<file path="src/rtl/kks_pkg.sv">
package kks_pkg;

   // Request command codes.
   localparam logic [1:0] CMD_RESTART = 2'd0;
   localparam logic [1:0] CMD_KEY     = 2'd1;
   localparam logic [1:0] CMD_DATA    = 2'd2;

   // Register indexes on the configuration port (one 64-bit word each).
   localparam logic [1:0] REG_NONCE     = 2'd0;
   localparam logic [1:0] REG_DIRECTION = 2'd1;
   localparam logic [1:0] REG_EXPECTED  = 2'd2;

   localparam int CSR_ADDR_W = 5;
   localparam int CSR_DATA_W = 64;

   // Hash and generator constants.
   localparam logic [63:0] FNV_BASIS = 64'hcbf29ce484222325;
   localparam logic [63:0] GOLDEN    = 64'h9e3779b97f4a7c15;
   localparam logic [63:0] MIX_A     = 64'hbf58476d1ce4e5b9;
   localparam logic [63:0] MIX_B     = 64'h94d049bb133111eb;
   localparam logic [63:0] KEY_SEED  = 64'hd6e8feb86659fd93;
   localparam logic [7:0]  POS_STEP  = 8'd131;
   localparam logic [3:0]  WORD_BYTES = 4'd8;

   // The FNV prime is 2^40 + 0x1b3, so its product is a shift plus a small multiple.
   localparam logic [8:0] FNV_PRIME_LOW   = 9'h1b3;
   localparam int         FNV_PRIME_SHIFT = 40;

   // Partial product steps of the shared 32x32 multiplier.
   localparam logic [1:0] MUL_LO_LO = 2'd0;
   localparam logic [1:0] MUL_LO_HI = 2'd1;
   localparam logic [1:0] MUL_HI_LO = 2'd2;

   typedef struct packed {
      logic [1:0] cmd;
      logic [7:0] data_byte;
      logic       last;
   } req_type;

   typedef struct packed {
      logic [7:0]  out_byte;
      logic [63:0] checksum;
      logic        checksum_ok;
      logic        end_of_stream;
   } rsp_type;

   // Commands from the controller to the datapath.
   typedef struct packed {
      logic       latch;
      logic       restart;
      logic       key_fold;
      logic       seed;
      logic       advance;
      logic [1:0] mul_step;
      logic       mul_b;
      logic       acc_load;
      logic       acc_add;
      logic       mix_a;
      logic       mix_b;
      logic       emit;
   } ctrl_cmd_type;

   // Status from the datapath to the controller.
   typedef struct packed {
      logic [1:0] cmd;
      logic       started;
      logic       word_empty;
      logic       rsp_free;
   } dp_status_type;

   // Multiply by the FNV-1a 64 prime, modulo 2^64.
   function automatic logic [63:0] fnv_mul(input logic [63:0] x);
      logic [63:0] low_part;
      low_part = x * FNV_PRIME_LOW;
      return (x << FNV_PRIME_SHIFT) + low_part;
   endfunction

endpackage

</file>
<file path="src/rtl/kks_csr.sv">
module kks_csr
   import kks_pkg::*;
(
   input  logic                  clock,
   input  logic                  reset,
   input  logic                  csr_psel,
   input  logic                  csr_penable,
   input  logic                  csr_pwrite,
   input  logic [CSR_ADDR_W-1:0] csr_paddr,
   input  logic [CSR_DATA_W-1:0] csr_pwdata,
   output logic [CSR_DATA_W-1:0] csr_prdata,
   output logic                  csr_pready,
   output logic [63:0]           nonce,
   output logic                  direction,
   output logic [63:0]           expected_checksum
);

   logic [63:0] nonce_ff, nonce_in;
   logic        direction_ff, direction_in;
   logic [63:0] expected_ff, expected_in;
   logic [1:0]  reg_index;
   logic        write_en;

   // Registers sit at eight-byte strides.
   assign reg_index  = csr_paddr[4:3];
   assign write_en   = csr_psel && csr_penable && csr_pwrite && csr_pready;
   assign csr_pready = 1'b1;

   // Register write decode.
   always_comb begin
      nonce_in     = nonce_ff;
      direction_in = direction_ff;
      expected_in  = expected_ff;
      if (write_en) begin
         case (reg_index)
            REG_NONCE:     nonce_in     = csr_pwdata;
            REG_DIRECTION: direction_in = csr_pwdata[0];
            REG_EXPECTED:  expected_in  = csr_pwdata;
            default: ;
         endcase
      end
   end

   always_ff @(posedge clock) begin
      if (reset) begin
         nonce_ff     <= '0;
         direction_ff <= 1'b0;
         expected_ff  <= '0;
      end else begin
         nonce_ff     <= nonce_in;
         direction_ff <= direction_in;
         expected_ff  <= expected_in;
      end
   end

   // Read data.
   always_comb begin
      case (reg_index)
         REG_NONCE:     csr_prdata = nonce_ff;
         REG_DIRECTION: csr_prdata = {63'd0, direction_ff};
         REG_EXPECTED:  csr_prdata = expected_ff;
         default:       csr_prdata = '0;
      endcase
   end

   assign nonce             = nonce_ff;
   assign direction         = direction_ff;
   assign expected_checksum = expected_ff;

endmodule

</file>
<file path="config.mk">
export PLATFORM = sky130hd
export DESIGN_NAME = kks_csr
export DESIGN_NICKNAME = d
export VERILOG_FILES = /design/src/rtl/kks_pkg.sv /design/src/rtl/kks_csr.sv
export SDC_FILE = /design/constraint.sdc
export NUM_CORES = 1
export LEC_CHECK = 0
export BUFFER_PORTS_ARGS = -buffer_cell sky130_fd_sc_hd__clkbuf_2
export CAP_MARGIN = 10
export CORE_MARGIN = 5
export CORE_UTILIZATION = 51
export DETAILED_ROUTE_END_ITERATION = 16
export GPL_ROUTABILITY_DRIVEN = 0
export PLACE_DENSITY = 0.85
export REMOVE_ABC_BUFFERS = 1
export SKIP_CTS_REPAIR_TIMING = 1
export SYNTH_ARGS = -nofsm -noshare
export SYNTH_HDL_FRONTEND = slang
export SYNTH_SLANG_ARGS = --single-unit
</file>
<file path="constraint.sdc">
create_clock -name clock -period 3 [get_ports clock]
set_input_delay 0.3 -clock clock [delete_from_list [all_inputs] [get_ports clock]]
set_output_delay 0.3 -clock clock [all_outputs]
set_load 0.01 [all_outputs]
</file>
# --- After elaboration in Yosys (flattened, before gate mapping) ---
# Cells that the tools add are included.
totals:
  reg_bits: 129
  input_bits: 74
  output_inout_bits: 194
  elab_cells: 12
classes:
  eq_ne: 2
  n_mux: 1
  n_reduce_logical: 6
op_table:
  columns: ["op", "n"]
  rows:
  - ["64-bit one-hot mux with 3 select lines", 1]
  - ["2-bit AND reduction", 3]
  - ["2-bit by 1-bit equality test with 1-bit output, second input constant", 1]
  - ["2-bit equality test, second input constant", 1]
  - ["1-bit logical AND", 2]
  - ["2-bit zero test", 1]

# --- Depth between registers and ports, before layout ---
logic_depth:
  ltp_word: 3
  mapped_depth: 6
  mapped_depth_nobuf: 3

# --- Worst setup path after synthesis ---
# Ideal clock, no wire load.
synth_path:
  path_kind: "input port to output port"
  from: "in csr_paddr[4]"
  to: "out csr_prdata[10]"
  arrival_ns: 1.107
  required_ns: 2.700
  slack_ns: 1.593
  stages: 5
  cell_sequence: "buf_2 buf_2 buf_4 mux2i_1 nor2_1"
synth_between:
  elab_chain_len: 2
synth_rtl:
  columns: ["item", "line", "text"]
  rows:
  - ["start, declared", "kks_csr.sv:9", "input logic [CSR_ADDR_W-1:0] csr_paddr,"]
  - ["2-bit equality test, or another cell as far along", "kks_csr.sv:58", "case (reg_index)"]
  - ["64-bit one-hot mux with 3 select lines *", "kks_csr.sv:58", null]
  - ["end, declared", "kks_csr.sv:11", "output logic [CSR_DATA_W-1:0] csr_prdata,"]
# Every way passes the cells marked *; elsewhere a longest branch is shown, timed or not.

# --- Final worst setup path ---
layout_path:
  from: "in csr_paddr[3]"
  to: "out csr_prdata[0]"
# Same word-level chain as after synthesis.

==> results.toml <==
[status]
outcome = "completed"

[min_path]
hold_class = "in -> reg"

[cts]
cts_inserted_buffers = 17
clock_tree.htree_level_count = 4
numClockSinks = 129
clk_latency_ns = 0.39
clock_transition_at_the_register_clock_pins_on_the_worst_setup_and_hold_paths_after_cts_ns = 0.05
number_of_buffers_on_the_longest_clock_path = 2
tritoncts = "built"
ctsRootBufferMaster = "sky130_fd_sc_hd__clkbuf_16"

[pwr]
finalPower_mw = 4.08
cellPowerDensity_nw_per_um2 = 496
power.ir.vdd_worst_mv = 0.238
static-leakage-power_nw = 4.13

[route]
drt_first_iter_violations = 213
wl_per_cell_um = 14.7
detail_route.first_pass.iterations = 4
drt-total-wl_um = 15500
route.antenna.remaining_nets = 0
drcViolationCount = 0
detail_route.vias_per_cell = 4.88
detailroute.via_count = 5153

[sta]
max_slew.worst_pin.slew_ns = 0.977
setup_repair_after_global_routing_missed_its_margin = "false"
finalSetupViolations = 0
worst_hold_slack_ns = 0.165
maxSlewViolCount = 0
final_min_period_over_clock_period_pct = 64.3
final_hold_vio_count = 0
finalClockSkew_ns = 0
slew-limit-headroom_pct = 34.8
finalWorstPathRequiredPeriod_ns = 1.93
fmaxAchievable_ghz = 0.518

[flow_run]
drv_cap = 0

[final_layout]
insertedDiodeCount = 0
finish.net_count = 952
post-route-util_pct = 68.3
area_growth_pct = 30.2
drive_gt1_share_pct = 33.9
layoutNonFillerInstCount = 1057

[setup_path]
critical_path.cell_chain = "clkbuf_2 > buf_4 > mux2i_1 > o21ai_0 > clkbuf_2"
critPathRequiredTime_ns = 2.70
worstSetupEndpointType = "primary output"
worstPathArrival_ns = 1.63
critical_path_peak_fanout = 68
critPathLaunchType = "primary input"
setup_cp_type = "in -> out"
crit_path_max_incr_delay_ns = 0.57
timing.critical_path.slowest_stage_cell = "sky130_fd_sc_hd__buf_4"
cell_type_with_the_highest_occurrence_count_on_the_critical_path = "sky130_fd_sc_hd__clkbuf_2"

[logic_synthesis]
combinational_family_with_the_most_area_after_synthesis = "multiplexers"
synth.cell_area_um2 = 6320
compound_gate_portion_of_the_synthesized_area_pct = 0.0792
post_synth_and_or_nand_nor_area_fraction_pct = 23.6
postSynth.asyncResetShare_pct = 0
syn_avg_cell_area_um2 = 9.89
synthesis.instances = 639
synth_largest_type_area_fraction_pct = 40.8
main_synth_ff_type = "sky130_fd_sc_hd__dfxtp_1"
mux_share_of_post_synthesis_cell_area_pct = 30.6
synth_common_cells = "sky130_fd_sc_hd__mux2i_1 (193), sky130_fd_sc_hd__nand2b_1 (193), sky130_fd_sc_hd__dfxtp_1 (129), sky130_fd_sc_hd__nor2_1 (63), sky130_fd_sc_hd__clkbuf_1 (27)"
xor_and_xnor_fraction_of_the_mapped_netlist_area_pct = 0
synth_top_cells_by_area = "sky130_fd_sc_hd__dfxtp_1 (41%), sky130_fd_sc_hd__mux2i_1 (31%), sky130_fd_sc_hd__nand2b_1 (19%)"
synth_top_cell_by_area = "sky130_fd_sc_hd__dfxtp_1"
edff_count_synth = 0
yosys_reg_bits = 129
portion_of_the_post_synthesis_area_used_by_sequential_elements_pct = 40.8
ys_types = 18
synthesis.yosys.warnings = 0
synthAdderAreaFrac_pct = 0

[placement]
place.detailed.instances = 1027
numPortBuffers = 263
dp_hpwl_um = 11200

[floorplanning]
core.rowCount = 40
initial_core_util_pct = 52.4
dieArea_um2 = 14700
die_w_um = 121
core_area_um2 = 12100
die_h_um = 121
io-pin-count = 268

[global_routing]
first_global_vias = 5064
pin_count_of_the_biggest_net_entering_global_routing = 95
wire_length_of_the_first_global_routing_pass_um = 24600
groute.usage.overall_pct = 20.8
number_of_antenna_violations_at_the_first_check_in_global_routing = 0
overflow = 0
[path summary, 6_finish.rpt]
check	start	to	slack, ns	depth (start not counted)
max	csr_paddr[3]	csr_prdata[0]	1.07	5
min	csr_pwdata[33]	expected_checksum[33]	0.17	3
max reg2reg	expected_checksum[0]	expected_checksum[0]	2.33	2
min reg2reg	nonce[7]	nonce[7]	0.49	2
[state kept, by name, summed over array words and instances, names as in the netlist]
name / count
nonce: 64
direction: 1
expected_checksum: 64
[power by group]
group | leakage (nW) | total [mW] | internal, mW | switching (mW)
clock | 0.295 | 2.02 | 1.34 | 0.677
sequential | 1.04 | 1.76 | 1.74 | 0.0193
combinational | 2.80 | 0.306 | 0.151 | 0.154
[cell type report]
cell class / instances / area (um2)
Clock buffer: 25 / 515
Tap cell: 168 / 210
Fill cell: 955 / 3830
Sequential cell: 129 / 2580
Multi-Input combinational cell: 459 / 3440
Timing Repair Buffer: 271 / 1410
Clock inverter: 5 / 75.1
[worst max-delay path, delay by kind of cell]
| kind | cells | cell delay, ns |
|---|---|---|
| AO/OA/AOI/OAI | 1 | 0.27 |
| multiplexers | 1 | 0.16 |
| buffers and inverters | 3 | 0.87 |
[per-layer routing]
metal	wire (um)	global-route usage (%)	vias to the layer above
li1	-	-	2582
met4	258	8.05	0
met2	7620	35.3	185
met5	0	0	-
met3	1110	6.34	23
met1	6520	24.4	2363
[through the flow]
stage | setup TNS, ns | area, um2 | worst slack, ns
3_3_place_gp | 0 | 7640 | 0.950
5_1_grt | 0 | 8230 | 0.946
3_5_place_dp | 0 | 7640 | 0.888
4_1_cts | 0 | 8230 | 1.06
2_1_floorplan | -209.30 | 6020 | -3.36
6_report | 0 | 8230 | 1.07
[cell usage in the layout (no fill, tap or decap), drive strengths merged]
| cell | Yosys | final |
|---|---|---|
| or3 | 1 | 1 |
| nor3b | 2 | 2 |
| nand4 | 1 | 1 |
| dfxtp | 129 | 129 |
| nand2b | 193 | 193 |
| and2b | 1 | 1 |
| o21ai | 1 | 1 |
| nor2 | 63 | 63 |
| bufinv | 0 | 2 |
| buf | 24 | 10 |
| clkbuf | 27 | 286 |
| nand3 | 1 | 1 |
| nor3 | 1 | 1 |
| mux2i | 193 | 193 |
| clkinv | 0 | 3 |
| nand2 | 1 | 1 |
| conb | 1 | 1 |
[cell families (layout without fill, tap and decap cells)]
family	after synthesis	count (layout)
and+or+nand+nor	264	264
muxes	193	193
DFF	129	129
buffers and inverters	51	301
other	1	1
AOI/OAI and AO/OA	1	1
Note: power is estimated with default switching activity, not from simulation.
