## src/rtl/kks_pkg.sv

```systemverilog
package kks_pkg;

   // Request command codes.
   localparam logic [1:0] CMD_RESTART = 2'd0;
   localparam logic [1:0] CMD_KEY     = 2'd1;
   localparam logic [1:0] CMD_DATA    = 2'd2;

   // Register indexes on the configuration port (one 64-bit word each).
   localparam logic [1:0] REG_NONCE     = 2'd0;
   localparam logic [1:0] REG_DIRECTION = 2'd1;
   localparam logic [1:0] REG_EXPECTED  = 2'd2;

   localparam int CSR_ADDR_W = 5;
   localparam int CSR_DATA_W = 64;

   // Hash and generator constants.
   localparam logic [63:0] FNV_BASIS = 64'hcbf29ce484222325;
   localparam logic [63:0] GOLDEN    = 64'h9e3779b97f4a7c15;
   localparam logic [63:0] MIX_A     = 64'hbf58476d1ce4e5b9;
   localparam logic [63:0] MIX_B     = 64'h94d049bb133111eb;
   localparam logic [63:0] KEY_SEED  = 64'hd6e8feb86659fd93;
   localparam logic [7:0]  POS_STEP  = 8'd131;
   localparam logic [3:0]  WORD_BYTES = 4'd8;

   // The FNV prime is 2^40 + 0x1b3, so its product is a shift plus a small multiple.
   localparam logic [8:0] FNV_PRIME_LOW   = 9'h1b3;
   localparam int         FNV_PRIME_SHIFT = 40;

   // Partial product steps of the shared 32x32 multiplier.
   localparam logic [1:0] MUL_LO_LO = 2'd0;
   localparam logic [1:0] MUL_LO_HI = 2'd1;
   localparam logic [1:0] MUL_HI_LO = 2'd2;

   typedef struct packed {
      logic [1:0] cmd;
      logic [7:0] data_byte;
      logic       last;
   } req_type;

   typedef struct packed {
      logic [7:0]  out_byte;
      logic [63:0] checksum;
      logic        checksum_ok;
      logic        end_of_stream;
   } rsp_type;

   // Commands from the controller to the datapath.
   typedef struct packed {
      logic       latch;
      logic       restart;
      logic       key_fold;
      logic       seed;
      logic       advance;
      logic [1:0] mul_step;
      logic       mul_b;
      logic       acc_load;
      logic       acc_add;
      logic       mix_a;
      logic       mix_b;
      logic       emit;
   } ctrl_cmd_type;

   // Status from the datapath to the controller.
   typedef struct packed {
      logic [1:0] cmd;
      logic       started;
      logic       word_empty;
      logic       rsp_free;
   } dp_status_type;

   // Multiply by the FNV-1a 64 prime, modulo 2^64.
   function automatic logic [63:0] fnv_mul(input logic [63:0] x);
      logic [63:0] low_part;
      low_part = x * FNV_PRIME_LOW;
      return (x << FNV_PRIME_SHIFT) + low_part;
   endfunction

endpackage

```

## src/rtl/kks_dp.sv

```systemverilog
module kks_dp
   import kks_pkg::*;
(
   input  logic          clock,
   input  logic          reset,
   input  ctrl_cmd_type  cmd,
   output dp_status_type status,
   input  req_type       req_data,
   output logic          rsp_valid,
   input  logic          rsp_ready,
   output rsp_type       rsp_data,
   input  logic [63:0]   nonce,
   input  logic          direction,
   input  logic [63:0]   expected_checksum
);

   req_type     item_ff, item_in;
   logic [63:0] key_hash_ff, key_hash_in;
   logic [63:0] gen_ff, gen_in;
   logic [63:0] ks_ff, ks_in;
   logic [3:0]  left_ff, left_in;
   logic [7:0]  pos_ff, pos_in;
   logic [63:0] csum_ff, csum_in;
   logic        started_ff, started_in;
   logic [63:0] z_ff, z_in;
   logic [63:0] acc_ff, acc_in;
   logic [63:0] mul_ff, mul_in;
   logic        rsp_valid_ff, rsp_valid_in;
   logic [7:0]  rsp_byte_ff, rsp_byte_in;
   logic [63:0] rsp_csum_ff, rsp_csum_in;
   logic        rsp_last_ff, rsp_last_in;

   logic [31:0] op_a, op_b;
   logic [63:0] mix_const;
   logic [63:0] gen_step;
   logic [7:0]  out_byte;
   logic [7:0]  plain;
   logic [63:0] csum_next;
   logic        do_restart;

   // Shared 32x32 multiplier: the low 64 bits of z*C from three partial products.
   assign mix_const = cmd.mul_b ? MIX_B : MIX_A;
   assign op_a      = (cmd.mul_step == MUL_HI_LO) ? z_ff[63:32] : z_ff[31:0];
   assign op_b      = (cmd.mul_step == MUL_LO_HI) ? mix_const[63:32] : mix_const[31:0];
   assign mul_in    = op_a * op_b;

   // Keystream byte and plaintext checksum for the current data byte.
   assign gen_step  = gen_ff + GOLDEN;
   assign out_byte  = item_ff.data_byte ^ (ks_ff[7:0] + pos_ff * POS_STEP);
   assign plain     = direction ? out_byte : item_ff.data_byte;
   assign csum_next = fnv_mul(csum_ff ^ {56'd0, plain});
   assign do_restart = cmd.restart || (cmd.emit && item_ff.last);

   always_comb begin
      item_in      = item_ff;
      key_hash_in  = key_hash_ff;
      gen_in       = gen_ff;
      ks_in        = ks_ff;
      left_in      = left_ff;
      pos_in       = pos_ff;
      csum_in      = csum_ff;
      started_in   = started_ff;
      z_in         = z_ff;
      acc_in       = acc_ff;
      rsp_byte_in  = rsp_byte_ff;
      rsp_csum_in  = rsp_csum_ff;
      rsp_last_in  = rsp_last_ff;
      rsp_valid_in = rsp_valid_ff && !rsp_ready;

      if (cmd.latch) begin
         item_in = req_data;
      end
      if (cmd.key_fold) begin
         key_hash_in = fnv_mul(key_hash_ff ^ {56'd0, item_ff.data_byte});
      end
      if (cmd.seed) begin
         gen_in     = key_hash_ff ^ (nonce + GOLDEN);
         started_in = 1'b1;
      end
      if (cmd.advance) begin
         gen_in = gen_step;
         z_in   = gen_step ^ (gen_step >> 30);
      end
      if (cmd.acc_load) begin
         acc_in = mul_ff;
      end
      if (cmd.acc_add) begin
         acc_in = acc_ff + {mul_ff[31:0], 32'd0};
      end
      if (cmd.mix_a) begin
         z_in = acc_ff ^ (acc_ff >> 27);
      end
      if (cmd.mix_b) begin
         ks_in   = acc_ff ^ (acc_ff >> 31);
         left_in = WORD_BYTES;
      end
      if (cmd.emit) begin
         ks_in        = ks_ff >> 8;
         left_in      = left_ff - 4'd1;
         pos_in       = pos_ff + 8'd1;
         csum_in      = csum_next;
         rsp_byte_in  = out_byte;
         rsp_csum_in  = csum_next;
         rsp_last_in  = item_ff.last;
         rsp_valid_in = 1'b1;
      end
      // A restart request or the end of a stream reseeds from the current nonce.
      if (do_restart) begin
         key_hash_in = nonce ^ KEY_SEED;
         started_in  = 1'b0;
         left_in     = '0;
         pos_in      = '0;
         csum_in     = FNV_BASIS;
      end
   end

   // Stream state and result valid.
   always_ff @(posedge clock) begin
      if (reset) begin
         key_hash_ff  <= KEY_SEED;
         gen_ff       <= '0;
         ks_ff        <= '0;
         left_ff      <= '0;
         pos_ff       <= '0;
         csum_ff      <= FNV_BASIS;
         started_ff   <= 1'b0;
         rsp_valid_ff <= 1'b0;
      end else begin
         key_hash_ff  <= key_hash_in;
         gen_ff       <= gen_in;
         ks_ff        <= ks_in;
         left_ff      <= left_in;
         pos_ff       <= pos_in;
         csum_ff      <= csum_in;
         started_ff   <= started_in;
         rsp_valid_ff <= rsp_valid_in;
      end
   end

   // Working and result payload registers.
   always_ff @(posedge clock) begin
      item_ff     <= item_in;
      z_ff        <= z_in;
      acc_ff      <= acc_in;
      mul_ff      <= mul_in;
      rsp_byte_ff <= rsp_byte_in;
      rsp_csum_ff <= rsp_csum_in;
      rsp_last_ff <= rsp_last_in;
   end

   assign status.cmd        = item_ff.cmd;
   assign status.started    = started_ff;
   assign status.word_empty = (left_ff == 4'd0);
   assign status.rsp_free   = !rsp_valid_ff || rsp_ready;

   // Match flag vs expected register: the user must keep it still while a result waits.
   assign rsp_valid              = rsp_valid_ff;
   assign rsp_data.out_byte      = rsp_byte_ff;
   assign rsp_data.checksum      = rsp_csum_ff;
   assign rsp_data.checksum_ok   = rsp_last_ff && (rsp_csum_ff == expected_checksum);
   assign rsp_data.end_of_stream = rsp_last_ff;

endmodule

```

## config.mk

```make
export PLATFORM = sky130hd
export DESIGN_NAME = kks_dp
export DESIGN_NICKNAME = d
export VERILOG_FILES = /design/src/rtl/kks_pkg.sv /design/src/rtl/kks_dp.sv
export SDC_FILE = /design/constraint.sdc
export NUM_CORES = 2
export LEC_CHECK = 0
export BUFFER_PORTS_ARGS = -buffer_cell sky130_fd_sc_hd__buf_2
export CORE_MARGIN = 2
export CORE_UTILIZATION = 39
export DETAILED_ROUTE_END_ITERATION = 10
export PLACE_DENSITY_LB_ADDON = 0.25
export SLEW_MARGIN = 40
export SYNTH_ARGS = -nofsm -noshare
export SYNTH_HDL_FRONTEND = slang
export SYNTH_SLANG_ARGS = --single-unit
```

## constraint.sdc

```tcl
create_clock -name clock -period 10.5 [get_ports clock]
set_input_delay 0 -clock clock [delete_from_list [all_inputs] [get_ports clock]]
set_output_delay 0 -clock clock [all_outputs]
set_load 0.05 [all_outputs]
```

* Word level (Yosys, flattened, before mapping)
Index checks and enable logic that the tools add are counted.
Word-level totals: logic and storage cells 73, bits in read-only memories 0, memories 0, bits in latches 0, register bits after elaboration 546, input bits 156, memory bits (writable) 0, output and inout port bits 80
Cells by class: mux-type cells 17, reductions and logical operators 15, equal/unequal tests 3, order comparisons 0, divide/modulo/power cells 0, $add $sub $neg 8, multipliers 4, bitwise operators 8, shift-type cells 0
Operators with widths (number):
- $mux W64 | 8
- $add A64 B64 Y64 | 3
- $add A64 B64 Y64 const B | 2
- $mul A64 B9 Y64 const B | 2
- $xor A64 B8 Y64 | 2
- $mux W56 | 2
- $eq A64 B64 Y1 | 1
- $mul A32 B32 Y64 | 1
- $mux W32 | 2
- $xor A64 B33 Y64 | 1
- $xor A64 B34 Y64 | 1
- $xor A64 B37 Y64 | 1
- $xor A64 B64 Y64 | 1
- $mux W62 | 1
- $not A39 Y39 | 1
- $reduce_bool A2 Y1 | 5
- $add A8 B1 Y8 const B | 1
- $add A8 B8 Y8 | 1
- $mul A8 B8 Y8 const B | 1
- $mux W4 | 2
- $mux W8 | 1
- $xor A8 B8 Y8 | 1
- $logic_not A4 Y1 | 1
- $reduce_or A2 Y1 | 2
- 7 further kinds | 11

* Depth between registers and ports, before layout
depth after elaboration 7, depth in mapped cells 35, gate-level depth less buffers 32

* Worst setup path before layout
OpenSTA, ideal clock, no wires.
path type input-to-reg, start point input cmd[7] (netlist bit), end point register mul_ff[63], stages 35, setup slack 1.644 ns, setup time 0.128 ns, path buffers 4, required time 10.372 ns, data arrival time 8.728 ns, cell sequence nor2b_1 clkbuf_1 clkbuf_1 buf_1 mux2_2 inv_1 nor2_1 nand2_1 inv_1 fa_1 inv_1 fa_1 inv_1 fa_1 inv_1 fa_1 inv_1 fa_1 fa_1 fa_1 inv_1 fa_1 inv_1 ha_1 clkbuf_1 nand3_1 nor4b_1 a22oi_1 a31o_2 a21oi_1 o2111ai_1 o31a_1 o31ai_1 mux2i_1 nand4_1
On the way: cells in the longest elaborated chain, start to end 3, elaborated cells on any way between the ends 5, those cells by class mul: 1; eq/ne: 2; mux: 2
RTL lines:
- start, declared | line kks_dp.sv:6 | input ctrl_cmd_type cmd,
- $eq A2 B2 Y1 / $eq A2 B1 Y1 (equally long branches) | line kks_dp.sv:43, kks_dp.sv:44
- $mux W32 (on tied branches) | line kks_dp.sv:43, kks_dp.sv:44
- $mul A32 B32 Y64 (*) | line kks_dp.sv:45 | assign mul_in = op_a * op_b;
- via mul_in[63] | line kks_dp.sv:27 | logic [63:0] mul_ff, mul_in;
- end signal, assigned | line kks_dp.sv:145 | mul_ff <= mul_in;
- end, declared | line kks_dp.sv:27
The timed path passes the listed nets; every way through them passes the cells marked *. A chain may end at the register's enable or synchronous reset.

* Worst setup path after layout
start point register z_ff[28], end point register mul_ff[54]
On the way: cells in the longest elaborated chain, start to end 2
RTL lines:
- start, declared | line kks_dp.sv:25 | logic [63:0] z_ff, z_in;
- start signal, assigned | line kks_dp.sv:143 | z_ff <= z_in;
- $mux W32 | line kks_dp.sv:43 | assign op_a = (cmd.mul_step == MUL_HI_LO) ? z_ff[63:32] : z_ff[31:0];
- $mul A32 B32 Y64 | line kks_dp.sv:45
- via mul_in[54] | line kks_dp.sv:27
The timed path passes the listed nets, and every way through them passes these cells.

==> results.yml <==
status:
  status: "completed"
finish:
  final_nets: 10800
  drive_above_1_share_pct: 6.68
  stdcell_count: 11300
  nFillCells: 19800
  area_delta_synth_final_pct: 10.4
  final_area_sq_um: 87400
worst_setup_path:
  r2r-end: "mul_ff[54]"
  cp-end-kind: "flip-flop"
  critical_path.startpoint_type: "flip-flop"
  r2r.worst_path.cells: 30
  worstSetupStartpoint: "z_ff[28]"
  worst-endpoint-arrival_ps: 10290
  rrSetupSlack_ps: 830
  max_stage_delay_ps: 630
  slowest_stage: "fa_1"
  cp_common_cell: "fa_1"
  cp-endpoint: "mul_ff[54]"
  crit_fanout: 8
  r2r-start: "z_ff[28]"
  critPathKind: "reg2reg"
  cp.required_ps: 11110
sta:
  slew_viol_final: 0
  hold_viol: 0
  period_minus_slack_ps: 9670
  fin_setup_tns_ps: 0
  holdWs_ps: 40.7
  setup_viol_count_final: 0
  slew_headroom_pct: 34.7
  tightestPinTransition_ps: 970
  final.period_utilization_pct: 92.1
  max_freq_ghz: 0.103
  rsz0062_at_grt: "false"
  skew_ps: 34.0
clock_network:
  numCtsBuffers: 69
  postCtsSetupBuffers: 0
  clock-sinks: 546
  cts.htree.levels: 3
  clk_path_buf_depth: 3
  cts_tree: "built"
  clock_latency_ps: 700
  clk_pin_slew_ps: 60
  cts_resized: 0
  cts_root_buf: "clkbuf_16"
synth:
  synth-edff-count: 212
  yosysTopAreaCellShare_pct: 33.0
  yosysUniqueCellTypes: 96
  syn_inst: 8324
  ys_warn_count: 0
  ys_ff_latch: 546
  yosys.area.top_type: "fa_1"
  synth_area_per_cell_sq_um: 9.51
  yosysMostFrequentCell: "inv_1"
  synth_nets: 10500
  synthTopCellsByArea: "fa_1 33%, ha_1 12%, dfxtp_1 8.4%"
  seq_area_frac_synth_pct: 16.5
  syn-cell-area_sq_um: 79200
  synth_ff_type: "dfxtp_1"
  async_flop_share_pct: 0
  synthTopCellsByCount: "1731 x inv_1, 1306 x fa_1, 746 x ha_1"
place:
  hpwlAfterDp_um: 246000
  post-place-cells: 11100
  place_area_sq_um: 83500
  gp_congestion: 0.999
  io_buffer_count: 235
floorplan:
  initial_core_util_pct: 39.2
  ioPinCount: 236
  die_w_um: 455
  die_h_um: 455
  rows: 165
  die-area_sq_um: 207000
  coreArea_sq_um: 202000
global_routing:
  grt_use_total_pct: 28.1
  antenna_found_initial: 13
  grt_pass1_vias: 63400
  grt_max_degree: 110
  grt_pass1_wl_um: 427000
  globalRouteOverflowTotal: 0
route:
  viasPerCell: 5.33
  drtPass1Iterations: 6
  drtAntennaViolNets: 0
  vias: 60400
  wl_per_cell_um: 25.4
  drt-initial-drc-count: 5121
  detail_route.drc_violations: 0
  wl_um: 287000
run:
  cap_violations: 0
hold_path:
  hp-class: "in2reg"
[stage by stage]
step | setup slack [ps] | util [%]
after floorplan | 1640 | -
after global placement | 975 | 41.3
after detailed placement | 841 | 41.4
after CTS | 932 | 43.2
after global routing | 513 | 43.3
final | 826 | 43.3
[cell usage in the layout, fill, tap and decap left out, types with 58 or more instances in the layout]
cell	count
a211oi_1	89
nor3_1	74
nand2_1	436
nand3_1	58
mux2i_1	117
nor2b_1	66
inv_1	1731
and3_1	67
a21oi_1	467
a21o_1	168
mux2_2	60
nor2_1	622
and2_1	58
o21ai_0	235
nand2b_1	58
fa_1	1306
ha_1	746
dlygate4sd3_1	136
edfxtp_1	212
xor2_1	197
clkbuf_16	71
buf_2	229
buf_4	89
xnor2_1	419
dfxtp_1	334
[final cells by class]
type                            instances  area (sq um)  area share (%)
Multi-Input combinational cell       5778         58700            67.2
Sequential cell                       546         13100            14.9
Inverter                             1736          6520            7.46
Tap cell                             2672          3340            3.83
Timing Repair Buffer                  463          3310            3.78
Clock buffer                           80          1860            2.13
Clock inverter                         46           606           0.693
Antenna cell                            6          15.0          0.0172
[sequential cells by signal, summed over array words and instances, names as in the netlist]
signal and count:
csum_ff 64, rsp_byte_ff 8, item_ff 9, z_ff 64, pos_ff 8, rsp_valid 1, rsp_csum_ff 64, ks_ff 64
status 2, key_hash_ff 64, gen_ff 64, left_ff 4, mul_ff 64, rsp_last_ff 1, started_ff 1, acc_ff 64
[cell families after synthesis]
kind of cell,Yosys count,synth area share (%)
adders and majority gates,2052,44.8
buffers and inverters,2000,9.51
and+or+nand+nor,1616,9.34
AOI/OAI and AO/OA,1311,10.5
xor gates and xnor gates,622,6.97
DFF,546,16.5
muxes,177,2.33
[routing by layer]
metal | vias to the layer above | global-route usage (%) | wire [um]
met3 | 303 | 4.30 | 19700
li1 | 27200 | - | -
met5 | - | 0 | 55
met2 | 2082 | 44.7 | 132000
met4 | 8 | 6.93 | 7330
met1 | 30800 | 40.0 | 129000
[worst min path at each step]
| stage | start | endpoint | slack [ps] | cells after the start |
|---|---|---|---|---|
| CTS | req_data[4] | item_ff[4] | 3 | 2 |
| detailed placement | req_data[3] | item_ff[3] | 180 | 1 |
| floorplan | nonce[37] | key_hash_ff[37] | 90 | 1 |
| global route | req_data[10] | status[4] | 30 | 2 |
| finish | req_data[4] | item_ff[4] | 40 | 2 |
| global placement | req_data[8] | item_ff[8] | 180 | 1 |
[worst max-delay path, delay by kind of cell, from the launching register on]
kind / cells / cell delay, ps
adder cells (fa/ha/maj): 9 / 4470
multiplexers: 1 / 600
buffers and inverters: 8 / 1400
XOR/XNOR: 1 / 140
flip-flops: 1 / 520
AO/OA/AOI/OAI: 8 / 1880
AND/OR/NAND/NOR: 3 / 580
[what timing repair did]
action                     in CTS  in global routing
hold buffers                  136                  0
setup endpoints to repair       0                  0
hold endpoints to repair      254                  0
Power is left out: the tool's default activity adds up to more than one toggle a clock period on the data nets, which glitch-free logic cannot reach.
