### config.mk
export PLATFORM = sky130hd
export DESIGN_NAME = kks_ctrl
export DESIGN_NICKNAME = d
export VERILOG_FILES = /design/src/rtl/kks_pkg.sv /design/src/rtl/kks_ctrl.sv
export SDC_FILE = /design/constraint.sdc
export NUM_CORES = 1
export LEC_CHECK = 0
export BUFFER_PORTS_ARGS = -buffer_cell sky130_fd_sc_hd__clkbuf_2
export CAP_MARGIN = 20
export CORE_MARGIN = 8
export CORE_UTILIZATION = 46
export CTS_BUF_LIST = sky130_fd_sc_hd__clkbuf_2
export DETAILED_ROUTE_END_ITERATION = 10
export PLACE_DENSITY_LB_ADDON = 0.1
export SETUP_SLACK_MARGIN = 0.02
export SYNTH_ARGS = -nofsm -noshare
export SYNTH_HDL_FRONTEND = slang
export SYNTH_SLANG_ARGS = --single-unit
### constraint.sdc
create_clock -name clock -period 1.7 [get_ports clock]
set_input_delay 0.255 -clock clock [delete_from_list [all_inputs] [get_ports clock]]
set_output_delay 0.255 -clock clock [all_outputs]
set_load 0.02 [all_outputs]
### src/rtl/kks_pkg.sv
package kks_pkg;

   // Request command codes.
   localparam logic [1:0] CMD_RESTART = 2'd0;
   localparam logic [1:0] CMD_KEY     = 2'd1;
   localparam logic [1:0] CMD_DATA    = 2'd2;

   // Register indexes on the configuration port (one 64-bit word each).
   localparam logic [1:0] REG_NONCE     = 2'd0;
   localparam logic [1:0] REG_DIRECTION = 2'd1;
   localparam logic [1:0] REG_EXPECTED  = 2'd2;

   localparam int CSR_ADDR_W = 5;
   localparam int CSR_DATA_W = 64;

   // Hash and generator constants.
   localparam logic [63:0] FNV_BASIS = 64'hcbf29ce484222325;
   localparam logic [63:0] GOLDEN    = 64'h9e3779b97f4a7c15;
   localparam logic [63:0] MIX_A     = 64'hbf58476d1ce4e5b9;
   localparam logic [63:0] MIX_B     = 64'h94d049bb133111eb;
   localparam logic [63:0] KEY_SEED  = 64'hd6e8feb86659fd93;
   localparam logic [7:0]  POS_STEP  = 8'd131;
   localparam logic [3:0]  WORD_BYTES = 4'd8;

   // The FNV prime is 2^40 + 0x1b3, so its product is a shift plus a small multiple.
   localparam logic [8:0] FNV_PRIME_LOW   = 9'h1b3;
   localparam int         FNV_PRIME_SHIFT = 40;

   // Partial product steps of the shared 32x32 multiplier.
   localparam logic [1:0] MUL_LO_LO = 2'd0;
   localparam logic [1:0] MUL_LO_HI = 2'd1;
   localparam logic [1:0] MUL_HI_LO = 2'd2;

   typedef struct packed {
      logic [1:0] cmd;
      logic [7:0] data_byte;
      logic       last;
   } req_type;

   typedef struct packed {
      logic [7:0]  out_byte;
      logic [63:0] checksum;
      logic        checksum_ok;
      logic        end_of_stream;
   } rsp_type;

   // Commands from the controller to the datapath.
   typedef struct packed {
      logic       latch;
      logic       restart;
      logic       key_fold;
      logic       seed;
      logic       advance;
      logic [1:0] mul_step;
      logic       mul_b;
      logic       acc_load;
      logic       acc_add;
      logic       mix_a;
      logic       mix_b;
      logic       emit;
   } ctrl_cmd_type;

   // Status from the datapath to the controller.
   typedef struct packed {
      logic [1:0] cmd;
      logic       started;
      logic       word_empty;
      logic       rsp_free;
   } dp_status_type;

   // Multiply by the FNV-1a 64 prime, modulo 2^64.
   function automatic logic [63:0] fnv_mul(input logic [63:0] x);
      logic [63:0] low_part;
      low_part = x * FNV_PRIME_LOW;
      return (x << FNV_PRIME_SHIFT) + low_part;
   endfunction

endpackage

### src/rtl/kks_ctrl.sv
module kks_ctrl
   import kks_pkg::*;
(
   input  logic          clock,
   input  logic          reset,
   input  logic          req_valid,
   output logic          req_ready,
   input  dp_status_type status,
   output ctrl_cmd_type  cmd
);

   typedef enum logic [7:0] {
      ST_IDLE     = 8'b0000_0001,
      ST_DISPATCH = 8'b0000_0010,
      ST_ADVANCE  = 8'b0000_0100,
      ST_MUL_A    = 8'b0000_1000,
      ST_MIX_A    = 8'b0001_0000,
      ST_MUL_B    = 8'b0010_0000,
      ST_MIX_B    = 8'b0100_0000,
      ST_EMIT     = 8'b1000_0000
   } state_type;

   state_type  state_ff, state_in;
   logic [1:0] mul_cnt_ff, mul_cnt_in;

   // Next state and command decode.
   always_comb begin
      state_in   = state_ff;
      mul_cnt_in = mul_cnt_ff;
      req_ready  = 1'b0;
      cmd        = '0;
      case (state_ff)
         ST_IDLE: begin
            req_ready = 1'b1;
            if (req_valid) begin
               cmd.latch = 1'b1;
               state_in  = ST_DISPATCH;
            end
         end
         ST_DISPATCH: begin
            case (status.cmd)
               CMD_RESTART: begin
                  cmd.restart = 1'b1;
                  state_in    = ST_IDLE;
               end
               CMD_KEY: begin
                  cmd.key_fold = 1'b1;
                  state_in     = ST_IDLE;
               end
               CMD_DATA: begin
                  // A fresh stream seeds the generator before its first draw.
                  if (!status.started) begin
                     cmd.seed = 1'b1;
                     state_in = ST_ADVANCE;
                  end else if (status.word_empty) begin
                     state_in = ST_ADVANCE;
                  end else begin
                     state_in = ST_EMIT;
                  end
               end
               default: state_in = ST_IDLE;
            endcase
         end
         ST_ADVANCE: begin
            cmd.advance = 1'b1;
            mul_cnt_in  = '0;
            state_in    = ST_MUL_A;
         end
         ST_MUL_A: begin
            cmd.mul_step = mul_cnt_ff;
            cmd.acc_load = (mul_cnt_ff == 2'd1);
            cmd.acc_add  = mul_cnt_ff[1];
            mul_cnt_in   = mul_cnt_ff + 2'd1;
            if (mul_cnt_ff == 2'd3) begin
               state_in = ST_MIX_A;
            end
         end
         ST_MIX_A: begin
            cmd.mix_a  = 1'b1;
            mul_cnt_in = '0;
            state_in   = ST_MUL_B;
         end
         ST_MUL_B: begin
            cmd.mul_step = mul_cnt_ff;
            cmd.mul_b    = 1'b1;
            cmd.acc_load = (mul_cnt_ff == 2'd1);
            cmd.acc_add  = mul_cnt_ff[1];
            mul_cnt_in   = mul_cnt_ff + 2'd1;
            if (mul_cnt_ff == 2'd3) begin
               state_in = ST_MIX_B;
            end
         end
         ST_MIX_B: begin
            cmd.mix_b = 1'b1;
            state_in  = ST_EMIT;
         end
         ST_EMIT: begin
            // Wait here while the result register still holds an untaken response.
            if (status.rsp_free) begin
               cmd.emit = 1'b1;
               state_in = ST_IDLE;
            end
         end
         default: state_in = ST_IDLE;
      endcase
   end

   always_ff @(posedge clock) begin
      if (reset) begin
         state_ff   <= ST_IDLE;
         mul_cnt_ff <= '0;
      end else begin
         state_ff   <= state_in;
         mul_cnt_ff <= mul_cnt_in;
      end
   end

endmodule

# Word-level counts from Yosys, hierarchy flattened
# Index checks and enable logic that the tools add are counted.
[word_totals]
regBits = 10
in_bits = 8
output_inout_bits = 14
word_cells = 49
[classes]
n_addsub = 1
eq_ne = 16
n_mux = 25
n_reduce_logical = 5
[op_table]
columns = ["cell", "n"]
rows = [
  ["case mux 8 bit (8 select lines)", 1],
  ["two-way mux 8 bit", 7],
  ["two-way mux 1 bit", 13],
  ["== test 8 x 1 -> 1 bit, second input constant", 1],
  ["== test 8 x 2 -> 1 bit, second input constant", 1],
  ["== test 8 x 3 -> 1 bit, second input constant", 1],
  ["== test 8 x 4 -> 1 bit, second input constant", 1],
  ["== test 8 x 5 -> 1 bit, second input constant", 1],
  ["== test 8 x 6 -> 1 bit, second input constant", 1],
  ["== test 8 x 7 -> 1 bit, second input constant", 1],
  ["== test 8 bit, second input constant", 1],
  ["inequality test 2 bit, second input constant", 4],
  ["== test 2 x 1 -> 1 bit, second input constant", 2],
  ["== test 2 bit, second input constant", 2],
  ["two-way mux 2 bit", 2],
  ["case mux 2 bit (2 select lines)", 1],
  ["AND reduction 4 bit", 1],
  ["OR reduction 2 bit", 2],
  ["two-way mux 3 bit", 1],
  ["adder 2 x 1 -> 2 bit, second input constant", 1],
  ["zero test 2 bit", 1],
  ["nonzero test 2 bit", 1],
]

# Logic depth before layout (Yosys ltp)
# Gate-level depths: netlist of run 1.
[logic_depth]
ltp_word = 4
depth_mapped = 6
ltp_nobuf = 5

# Least setup slack after synthesis of run 1
# OpenSTA, ideal clock, no wires.
[synth_path]
kind = "register to output"
startpoint = "register state_ff[0]"
endpoint = "output port cmd[7] (netlist name)"
arrival_time_ps = 1560
required_time_ps = 1445
path_buffers = 2
setup_slack_ps = -115
stages_incl_launch_ff = 6
cell_sequence = "dfxtp_1 buf_6 nor4b_1 a22oi_2 nor2_1 buf_4"
[synth_lines]
columns = ["item", "line_no", "rtl"]
rows = [
  ["start: declaration", "kks_ctrl.sv:23", "state_type state_ff, state_in;"],
  ["start signal: assignment", "kks_ctrl.sv:113", "state_ff <= state_in;"],
  ["end: declaration", "kks_ctrl.sv:9", "output ctrl_cmd_type cmd"],
]

==> results_dict.tcl, run 1 <==
set metrics [dict create \
    fillers 64 \
    seq_power_share_pct 24.5 \
    hold_end "state_ff[2]$_SDFFE_PP0P_" \
    firstDrtPassIters 4 \
    grtUsageTotal_pct 14.98 \
    synthArstFlopShare_pct 0 \
    grt_pass1_vias 804 \
    tightest_slew_ns 0.4047 \
    status "finished, violations left" \
    synth-compound-area-share_pct 16.51 \
    synthAdderAreaFrac_pct 3.670 \
    hold-path-cell-count 3 \
    final_cell_mix "buf_4 (35), buf_6 (13), nor2_1 (11)" \
    critPathMaxFanout 4 \
    worstPathArrival_ns 1.84 \
    core-area_um2 1454 \
    muxShareOfSynthArea_pct 0 \
    place.gp.congestion 0.8882 \
    grt-ovfl-total 0 \
    met2_length_um 1588 \
    dr_wl_met3_um 189 \
    violations "negative setup slack" \
    timing.slew.headroom_pct 72.95 \
    synthDistinctLibCells 35 \
    syn_area_um2 681.9 \
    grt_max_degree 10 \
    synth_cells 77 \
    grt_pass1_wl_um 3298 \
    reg2reg_depth 6 \
    area_growth_pct 95.60 \
    finalHoldViolCount 0 \
    syn_nets 87 \
    swShare_pct 39.82 \
    fin_skew_ns 0.01355 \
    diodes 0 \
    crit_slowest_cell "or4_4" \
    p_clk_share_pct 11.8 \
    synth-xor-area-share_pct 3.853 \
    max_stage_delay_ns 0.58 \
    path_cells "or4_4 > nor3_4 > and3b_2 > buf_8" \
    worstSkewPairLatency_ns 0.27 \
    layout_setup_ws_ns -0.3905 \
    max-clock-path-buffers 2 \
    top_level_ports 22 \
    min_period_over_period_pct 123.0 \
    vias_per_cell 6.053 \
    min_period_ns 2.091 \
    regToRegStartpoint "state_ff[1]$_SDFFE_PP0P_" \
    synth_seq_area_share_pct 29.36 \
    wl_per_cell_um 20.65 \
    row_count 14 \
    power.total_uw 1189 \
    rr_endpoint "state_ff[0]$_SDFFE_PP1P_" \
    dp.cells 129 \
    yosys_warnings 0 \
    avgSynthCellArea_um2 8.856 \
    vdd_ir_drop_max_v 0.0007172 \
    route.vias.total 920 \
    drt-initial-drc-count 24 \
    synth_top_family_by_area "simple AND/OR/NAND/NOR gates" \
    slew_violations 0 \
    power-per-cell-area_nw_per_um2 891.3 \
    rsz0062_at_grt "yes" \
    htree_levels 1 \
    initial_core_util_pct 46.90 \
    endpoint_kind "primary output" \
    cap_viol_max_count 0 \
    final_antenna_net_count 0 \
    dominantRegCellSynth "dfxtp_1" \
    finalNonFillerCells 152 \
    top_layer "met4" \
    fmax_ghz 0.4783 \
    path_buf_inv 1 \
    final_common_cell "buf_4" \
    path_clk_slew_ns 0.12 \
    wirelength_um 3139 \
    hold_class "in -> reg" \
    tritoncts "built" \
    drc 0 \
    post-route-util_pct 91.74 \
    combPwrFrac_pct 63.7 \
    worstPathRequired_ns 1.44 \
    dp.final_hpwl_um 1518 \
    synth_enable_flop_cells 0 \
    die_x_um 54.50 \
    yosys.area_share.simple_pct 41.10 \
    p_sw_uw 473.4 \
    min_from "status[1]" \
    power.leakage_uw 0.0006134 \
    fin_nets 147 \
    dieArea_um2 2970 \
    critPathKind "reg -> out" \
    r2r_slack_ns -0.27 \
    start_kind "flip-flop" \
    cts_made_buffers 3 \
    layout-drive-gt1-share_pct 72.79 \
    ys_ff_latch 10 \
    critical_path.top_delay_family "simple AND/OR/NAND/NOR gates" \
    clockRootBuffer "clkbuf_2" \
    wl_met1_um 1196 \
    antenna_found_initial 0 \
    setup_viol 22 \
    port_buffers 21 \
    clkSinkCount 10 \
    cts_hold_buf 0 \
    intPower_uw 715.4 \
    dieHeight_um 54.50 \
]
-- synth_stat cells (2+ instances only) --
master	number	share of area, %
nor3_1	5	3.7
nor2b_1	4	3.7
dfxtp_1	10	29
nor2_1	14	7.7
a21oi_1	6	4.4
inv_1	4	2.2
and4b_1	2	2.9
nand2_1	2	1.1
xor2_1	3	3.9
ha_1	2	3.7
-- stage by stage --
stage           TNS, ns  hold WS (ns)  setup WS [ns]  cell area (um2)
2_1_floorplan  -0.04431        0.4349       -0.02216            693.2
3_3_place_gp   -0.06305        0.5038       -0.05334            930.9
3_5_place_dp   -0.06790        0.5155       -0.03548            930.9
4_1_cts          -2.906        0.2574        -0.2621             1069
5_1_grt          -5.145        0.2661        -0.4132             1334
6_report         -4.182        0.2622        -0.3905             1334
-- kinds of logic after synthesis --
family / count (synthesis)
buffers and inverters: 7
adder cells (fa/ha/maj): 2
XOR/XNOR: 3
AO/OA/AOI/OAI: 13
AND/OR/NAND/NOR: 42
flip-flops: 10
-- worst max-delay path by stage --
stage          slack (ns)                       end  cells past startpoint                     start
6_report            -0.39                    cmd[2]                      4  state_ff[1]$_SDFFE_PP0P_
5_1_grt             -0.41                    cmd[2]                      4  state_ff[1]$_SDFFE_PP0P_
4_1_cts             -0.26                    cmd[2]                      4  state_ff[2]$_SDFFE_PP0P_
3_5_place_dp        -0.04  state_ff[0]$_SDFFE_PP1P_                      5  state_ff[2]$_SDFFE_PP0P_
3_3_place_gp        -0.05  state_ff[0]$_SDFFE_PP1P_                      5  state_ff[2]$_SDFFE_PP0P_
2_1_floorplan       -0.02                   cmd[10]                      3  state_ff[6]$_SDFFE_PP0P_
-- power by group through the flow --
stage	registers (uW)	logic [uW]	clock network, uW
after global placement	283	446	0
after floorplan	279	292	0
after global routing	294	778	151
after detailed placement	282	454	0
final	292	757	140
after CTS	275	499	136
-- worst register-to-register path, delay by kind of cell, from the launching register on --
kind                   cells  cell delay [ns]
flip-flops                 1             0.37
AND/OR/NAND/NOR            2             0.84
AO/OA/AOI/OAI              3             0.52
buffers and inverters      1             0.15
-- layout make-up --
cell class / instances / area [um2] / area share [%]
repair buffers: 58 / 488.0 / 36.59
inverters: 4 / 15.01 / 1.126
clock buffers: 3 / 15.01 / 1.126
well taps: 16 / 20.02 / 1.501
flip-flops and latches: 10 / 220.2 / 16.51
clock inverters: 1 / 3.754 / 0.2814
multi-input cells: 60 / 571.8 / 42.87
-- sequential cells by signal, summed over array words and instances, names as in the netlist --
signal,flops
mul_cnt_ff,2
state_ff,8
-- metal layers --
metal / global-route usage, % / up-vias
met5: 0 / -
met4: 9.836 / 0
met3: 2.446 / 20
met2: 26.15 / 59
met1: 16.25 / 440
li1: - / 401
-- timing repair --
item | in CTS | in global routing
endpoints found under the setup margin | 16 | 23
pin swaps | 6 | 17
endpoints found under the hold margin | 0 | 0
resized for setup | 18 | 63
setup buffers | 8 | 16
Power figures use the tool's default switching activity.
==> run 2, diff against run 1 <==
--- a/config.mk
+++ b/config.mk
@@ -12,6 +12,7 @@
 export CTS_BUF_LIST = sky130_fd_sc_hd__clkbuf_2
 export DETAILED_ROUTE_END_ITERATION = 10
 export PLACE_DENSITY_LB_ADDON = 0.1
+export REMOVE_ABC_BUFFERS = 1
 export SETUP_SLACK_MARGIN = 0.02
 export SYNTH_ARGS = -nofsm -noshare
 export SYNTH_HDL_FRONTEND = slang
==> results_dict.tcl, run 2 (synthesis gave the netlist of run 1 again) <==
set metrics [dict create \
    status "finished, violations left" \
    violations "negative setup slack" \
    setup_viol 19 \
    drt-initial-drc-count 12 \
    tritoncts "built" \
    final_antenna_net_count 0 \
    endpoint_kind "primary output" \
    htree_levels 1 \
    max-clock-path-buffers 2 \
    die_x_um 54.50 \
    initial_core_util_pct 46.90 \
    port_buffers 21 \
    cts_hold_buf 0 \
    diodes 0 \
    post-route-util_pct 79.43 \
    top_register "state_ff" \
    grtUsageTotal_pct 14.43 \
    wirelength_um 2072 \
    fin_nets 138 \
    critPathMaxFanout 4 \
    grt_max_degree 10 \
    route.vias.total 774 \
    critPathKind "reg -> out" \
    final_common_cell "buf_4" \
    grt-ovfl-total 0 \
    slew_violations 0 \
    worstSkewPairLatency_ns 0.27 \
    grt_pass1_vias 744 \
    antenna_found_initial 0 \
    clockRootBuffer "clkbuf_2" \
    firstDrtPassIters 4 \
    layout-drive-gt1-share_pct 60.63 \
    dieHeight_um 54.50 \
    dp.cells 128 \
    vias_per_cell 5.413 \
    min_period_ns 1.970 \
    finalNonFillerCells 143 \
    timing.slew.headroom_pct 75.26 \
    largest_register_ffs 8 \
    min_period_over_period_pct 115.9 \
    final_cell_mix "buf_4 (27), clkbuf_2 (15), nor2_1 (12)" \
    drc 0 \
    power-per-cell-area_nw_per_um2 868.5 \
    vdd_ir_drop_max_v 0.0005380 \
    row_count 14 \
    path_clk_slew_ns 0.11 \
    finalHoldViolCount 0 \
    cts_made_buffers 3 \
    grt_pass1_wl_um 3132 \
    place.gp.congestion 0.8381 \
    fmax_ghz 0.5075 \
    wl_per_cell_um 14.49 \
    core-area_um2 1454 \
    start_kind "flip-flop" \
    hold_class "in -> reg" \
    area_growth_pct 69.36 \
    tightest_slew_ns 0.3680 \
    top_level_ports 22 \
    reg_top3 "state_ff (8), mul_cnt_ff (2)" \
    dp.final_hpwl_um 1414 \
    layout_setup_ws_ns -0.2704 \
    clkSinkCount 10 \
    power.leakage_uw 0.0005383 \
    worstPathRequired_ns 1.44 \
    fin_skew_ns 0.01120 \
    cap_viol_max_count 0 \
    worstPathArrival_ns 1.72 \
    rsz0062_at_grt "yes" \
    dieArea_um2 2970 \
]
[run 2: where the power goes]
part / internal [uW] / leakage (uW) / switching, uW
Combinational: 317 / 0.000440 / 268
Clock: 51.1 / 0.0000140 / 86.7
Sequential: 252 / 0.0000842 / 27.5
[run 2: routing by layer]
metal | routed length (um) | share of wire (%) | up-vias | GRT usage [%]
met5 | 0 | 0 | - | 0
met4 | 34 | 1.6 | 0 | 8.197
met3 | 135 | 6.5 | 5 | 3.533
met2 | 1083 | 52 | 22 | 25.19
met1 | 818 | 39 | 367 | 15.46
li1 | - | - | 380 | -
[run 2: repair_timing]
action | in CTS | in global routing
buffers inserted | 8 | 3
hold endpoints to repair | 0 | 0
pin swaps | 5 | 2
endpoints found under the setup margin | 16 | 21
gates resized for setup | 27 | 17
[run 2: through the flow]
stage	total power [uW]	worst slack (ns)	hold WS, ns	setup TNS, ns	instance area (um2)
global route	1048	-0.3314	0.2813	-4.510	1155
global placement	690.3	-0.02352	0.5072	-0.03678	912.1
finish	1003	-0.2704	0.2568	-2.208	1155
detailed placement	697.7	-0.03527	0.5133	-0.04584	912.1
CTS	907.5	-0.2183	0.2658	-1.772	1082
floorplan	538.7	-0.08079	0.3241	-0.2715	659.4
[run 2: path summary, 6_finish.rpt]
path	from	endpoint	slack (ns)	depth (start not counted)
worst max-delay path	state_ff[3]$_SDFFE_PP0P_	cmd[2]	-0.27	4
worst min-delay path	status[1]	state_ff[7]$_SDFFE_PP0P_	0.26	4
worst max register to register	state_ff[4]$_SDFFE_PP0P_	state_ff[0]$_SDFFE_PP1P_	-0.14	8
worst min register to register	mul_cnt_ff[1]$_SDFFE_PP0P_	mul_cnt_ff[1]$_SDFFE_PP0P_	0.54	2
[run 2: worst max-delay path, stage by stage, from the launching register on]
cell and delay (ns):
dfxtp_2 0.36, or4_4 0.56, nor3_4 0.14, and3b_2 0.22
clkbuf_4 0.17
[run 2: final cells by class]
cell class	count	area [um2]
clock buffer	3	15.01
clock inverter	1	3.754
fill	97	299.0
inverter	4	15.01
multi-input combinational	60	515.5
sequential	10	211.5
tap	16	20.02
timing repair buffer	49	374.1
==> run 3, diff against run 2 <==
--- a/config.mk
+++ b/config.mk
@@ -13,7 +13,6 @@
 export DETAILED_ROUTE_END_ITERATION = 10
 export PLACE_DENSITY_LB_ADDON = 0.1
 export REMOVE_ABC_BUFFERS = 1
-export SETUP_SLACK_MARGIN = 0.02
 export SYNTH_ARGS = -nofsm -noshare
 export SYNTH_HDL_FRONTEND = slang
 export SYNTH_SLANG_ARGS = --single-unit
==> results_dict.tcl, run 3 (synthesis gave the netlist of run 1 again) <==
set metrics [dict create \
    min_period_ns 1.970 \
    crit_start "state_ff[3]$_SDFFE_PP0P_" \
    worstPathArrival_ns 1.72 \
    drt-initial-drc-count 12 \
    wl_per_cell_um 14.49 \
    hold_class "in -> reg" \
    min_period_over_period_pct 115.9 \
    vdd_ir_drop_max_v 0.0005380 \
    dp.final_hpwl_um 1414 \
    final_common_cell "buf_4" \
    die_x_um 54.50 \
    worstPathRequired_ns 1.44 \
    endpoint_kind "primary output" \
    start_kind "flip-flop" \
    fmax_ghz 0.5075 \
    violations "negative setup slack" \
    slew_violations 0 \
    vias_per_cell 5.413 \
    worstSkewPairLatency_ns 0.27 \
    initial_core_util_pct 46.90 \
    grtUsageTotal_pct 14.43 \
    grt_pass1_vias 744 \
    hold_end "state_ff[7]$_SDFFE_PP0P_" \
    antenna_found_initial 0 \
    reg_top3 "state_ff (8), mul_cnt_ff (2)" \
    cap_viol_max_count 0 \
    timing.slew.headroom_pct 75.26 \
    top_register "state_ff" \
    rr_endpoint "state_ff[0]$_SDFFE_PP1P_" \
    fillers 97 \
    top_level_ports 22 \
    tritoncts "built" \
    critPathKind "reg -> out" \
    power.leakage_uw 0.0005383 \
    regToRegStartpoint "state_ff[4]$_SDFFE_PP0P_" \
    drc 0 \
    power-per-cell-area_nw_per_um2 868.5 \
    post-route-util_pct 79.43 \
    port_buffers 21 \
    core-area_um2 1454 \
    critPathMaxFanout 4 \
    layout-drive-gt1-share_pct 60.63 \
    tightest_slew_ns 0.3680 \
    finalHoldViolCount 0 \
    min_from "status[1]" \
    cts_made_buffers 3 \
    final_cell_mix "buf_4 (27), clkbuf_2 (15), nor2_1 (12)" \
    path_clk_slew_ns 0.11 \
    final_antenna_net_count 0 \
    regArea_um2 211.5 \
    status "finished, violations left" \
    place.gp.congestion 0.8381 \
    row_count 14 \
    dieArea_um2 2970 \
    max-clock-path-buffers 2 \
    wirelength_um 2072 \
    grt_pass1_wl_um 3132 \
    route.vias.total 774 \
    holdWs_ns 0.2568 \
    area_growth_pct 69.36 \
    grt-ovfl-total 0 \
    fin_skew_ns 0.01120 \
    dieHeight_um 54.50 \
    clkSinkCount 10 \
    reg2reg_depth 8 \
    cts_hold_buf 0 \
    htree_levels 1 \
    fin_nets 138 \
    setup_viol 19 \
    rsz0062_at_grt "yes" \
    hold-path-cell-count 4 \
    layout_setup_ws_ns -0.2704 \
    clockRootBuffer "clkbuf_2" \
    largest_register_ffs 8 \
    grt_max_degree 10 \
    r2r_slack_ns -0.14 \
    diodes 0 \
    multi_input_area_um2 515.5 \
    firstDrtPassIters 4 \
]
run 3: where the power goes:
part / switching (uW) / total [uW] / leakage (uW) / internal, uW
Combinational: 268 / 586 / 0.000440 / 317
Clock: 86.7 / 138 / 0.0000140 / 51.1
Sequential: 27.5 / 280 / 0.0000842 / 252
Total: 382 / 1000 / 0.000538 / 621
run 3: layout make-up:
class                   count  area share (%)
repair buffers             49           32.39
flip-flops and latches     10           18.31
well taps                  16           1.733
multi-input cells          60           44.64
clock buffers               3           1.300
clock inverters             1          0.3250
inverters                   4           1.300
run 3: timing repair:
action	4_1_cts	5_1_grt
pin swaps	5	2
setup endpoints to repair	14	21
resized for setup	27	17
buffers inserted	8	3
run 3: layer usage:
metal	global-route usage (%)	part of all wire, %
met3	3.533	6.5
met1	15.46	39
met4	8.197	1.6
met2	25.19	52
met5	0	0
run 3: metrics by stage:
step | TNS (ns) | total power [uW] | cells | area (um2) | worst slack (ns)
after floorplan | -0.2715 | 538.7 | 74 | 659.4 | -0.08079
after global placement | -0.03678 | 690.3 | 128 | 912.1 | -0.02352
after detailed placement | -0.04584 | 697.7 | 128 | 912.1 | -0.03527
after CTS | -1.772 | 907.5 | 140 | 1082 | -0.2183
after global routing | -4.510 | 1048 | 143 | 1155 | -0.3314
final | -2.208 | 1003 | 143 | 1155 | -0.2704
run 3: worst max path at each step:
stage	slack, ns	to	cells past startpoint
finish	-0.27	cmd[2]	4
global route	-0.33	cmd[0]	4
CTS	-0.22	cmd[2]	4
global placement	-0.02	cmd[12]	6
detailed placement	-0.04	cmd[12]	6
floorplan	-0.08	cmd[3]	3
run 3: worst max-delay path, cell delays in order (launching register included):
cell	delay [ns]
dfxtp_2	0.36
or4_4	0.56
nor3_4	0.14
and3b_2	0.22
clkbuf_4	0.17
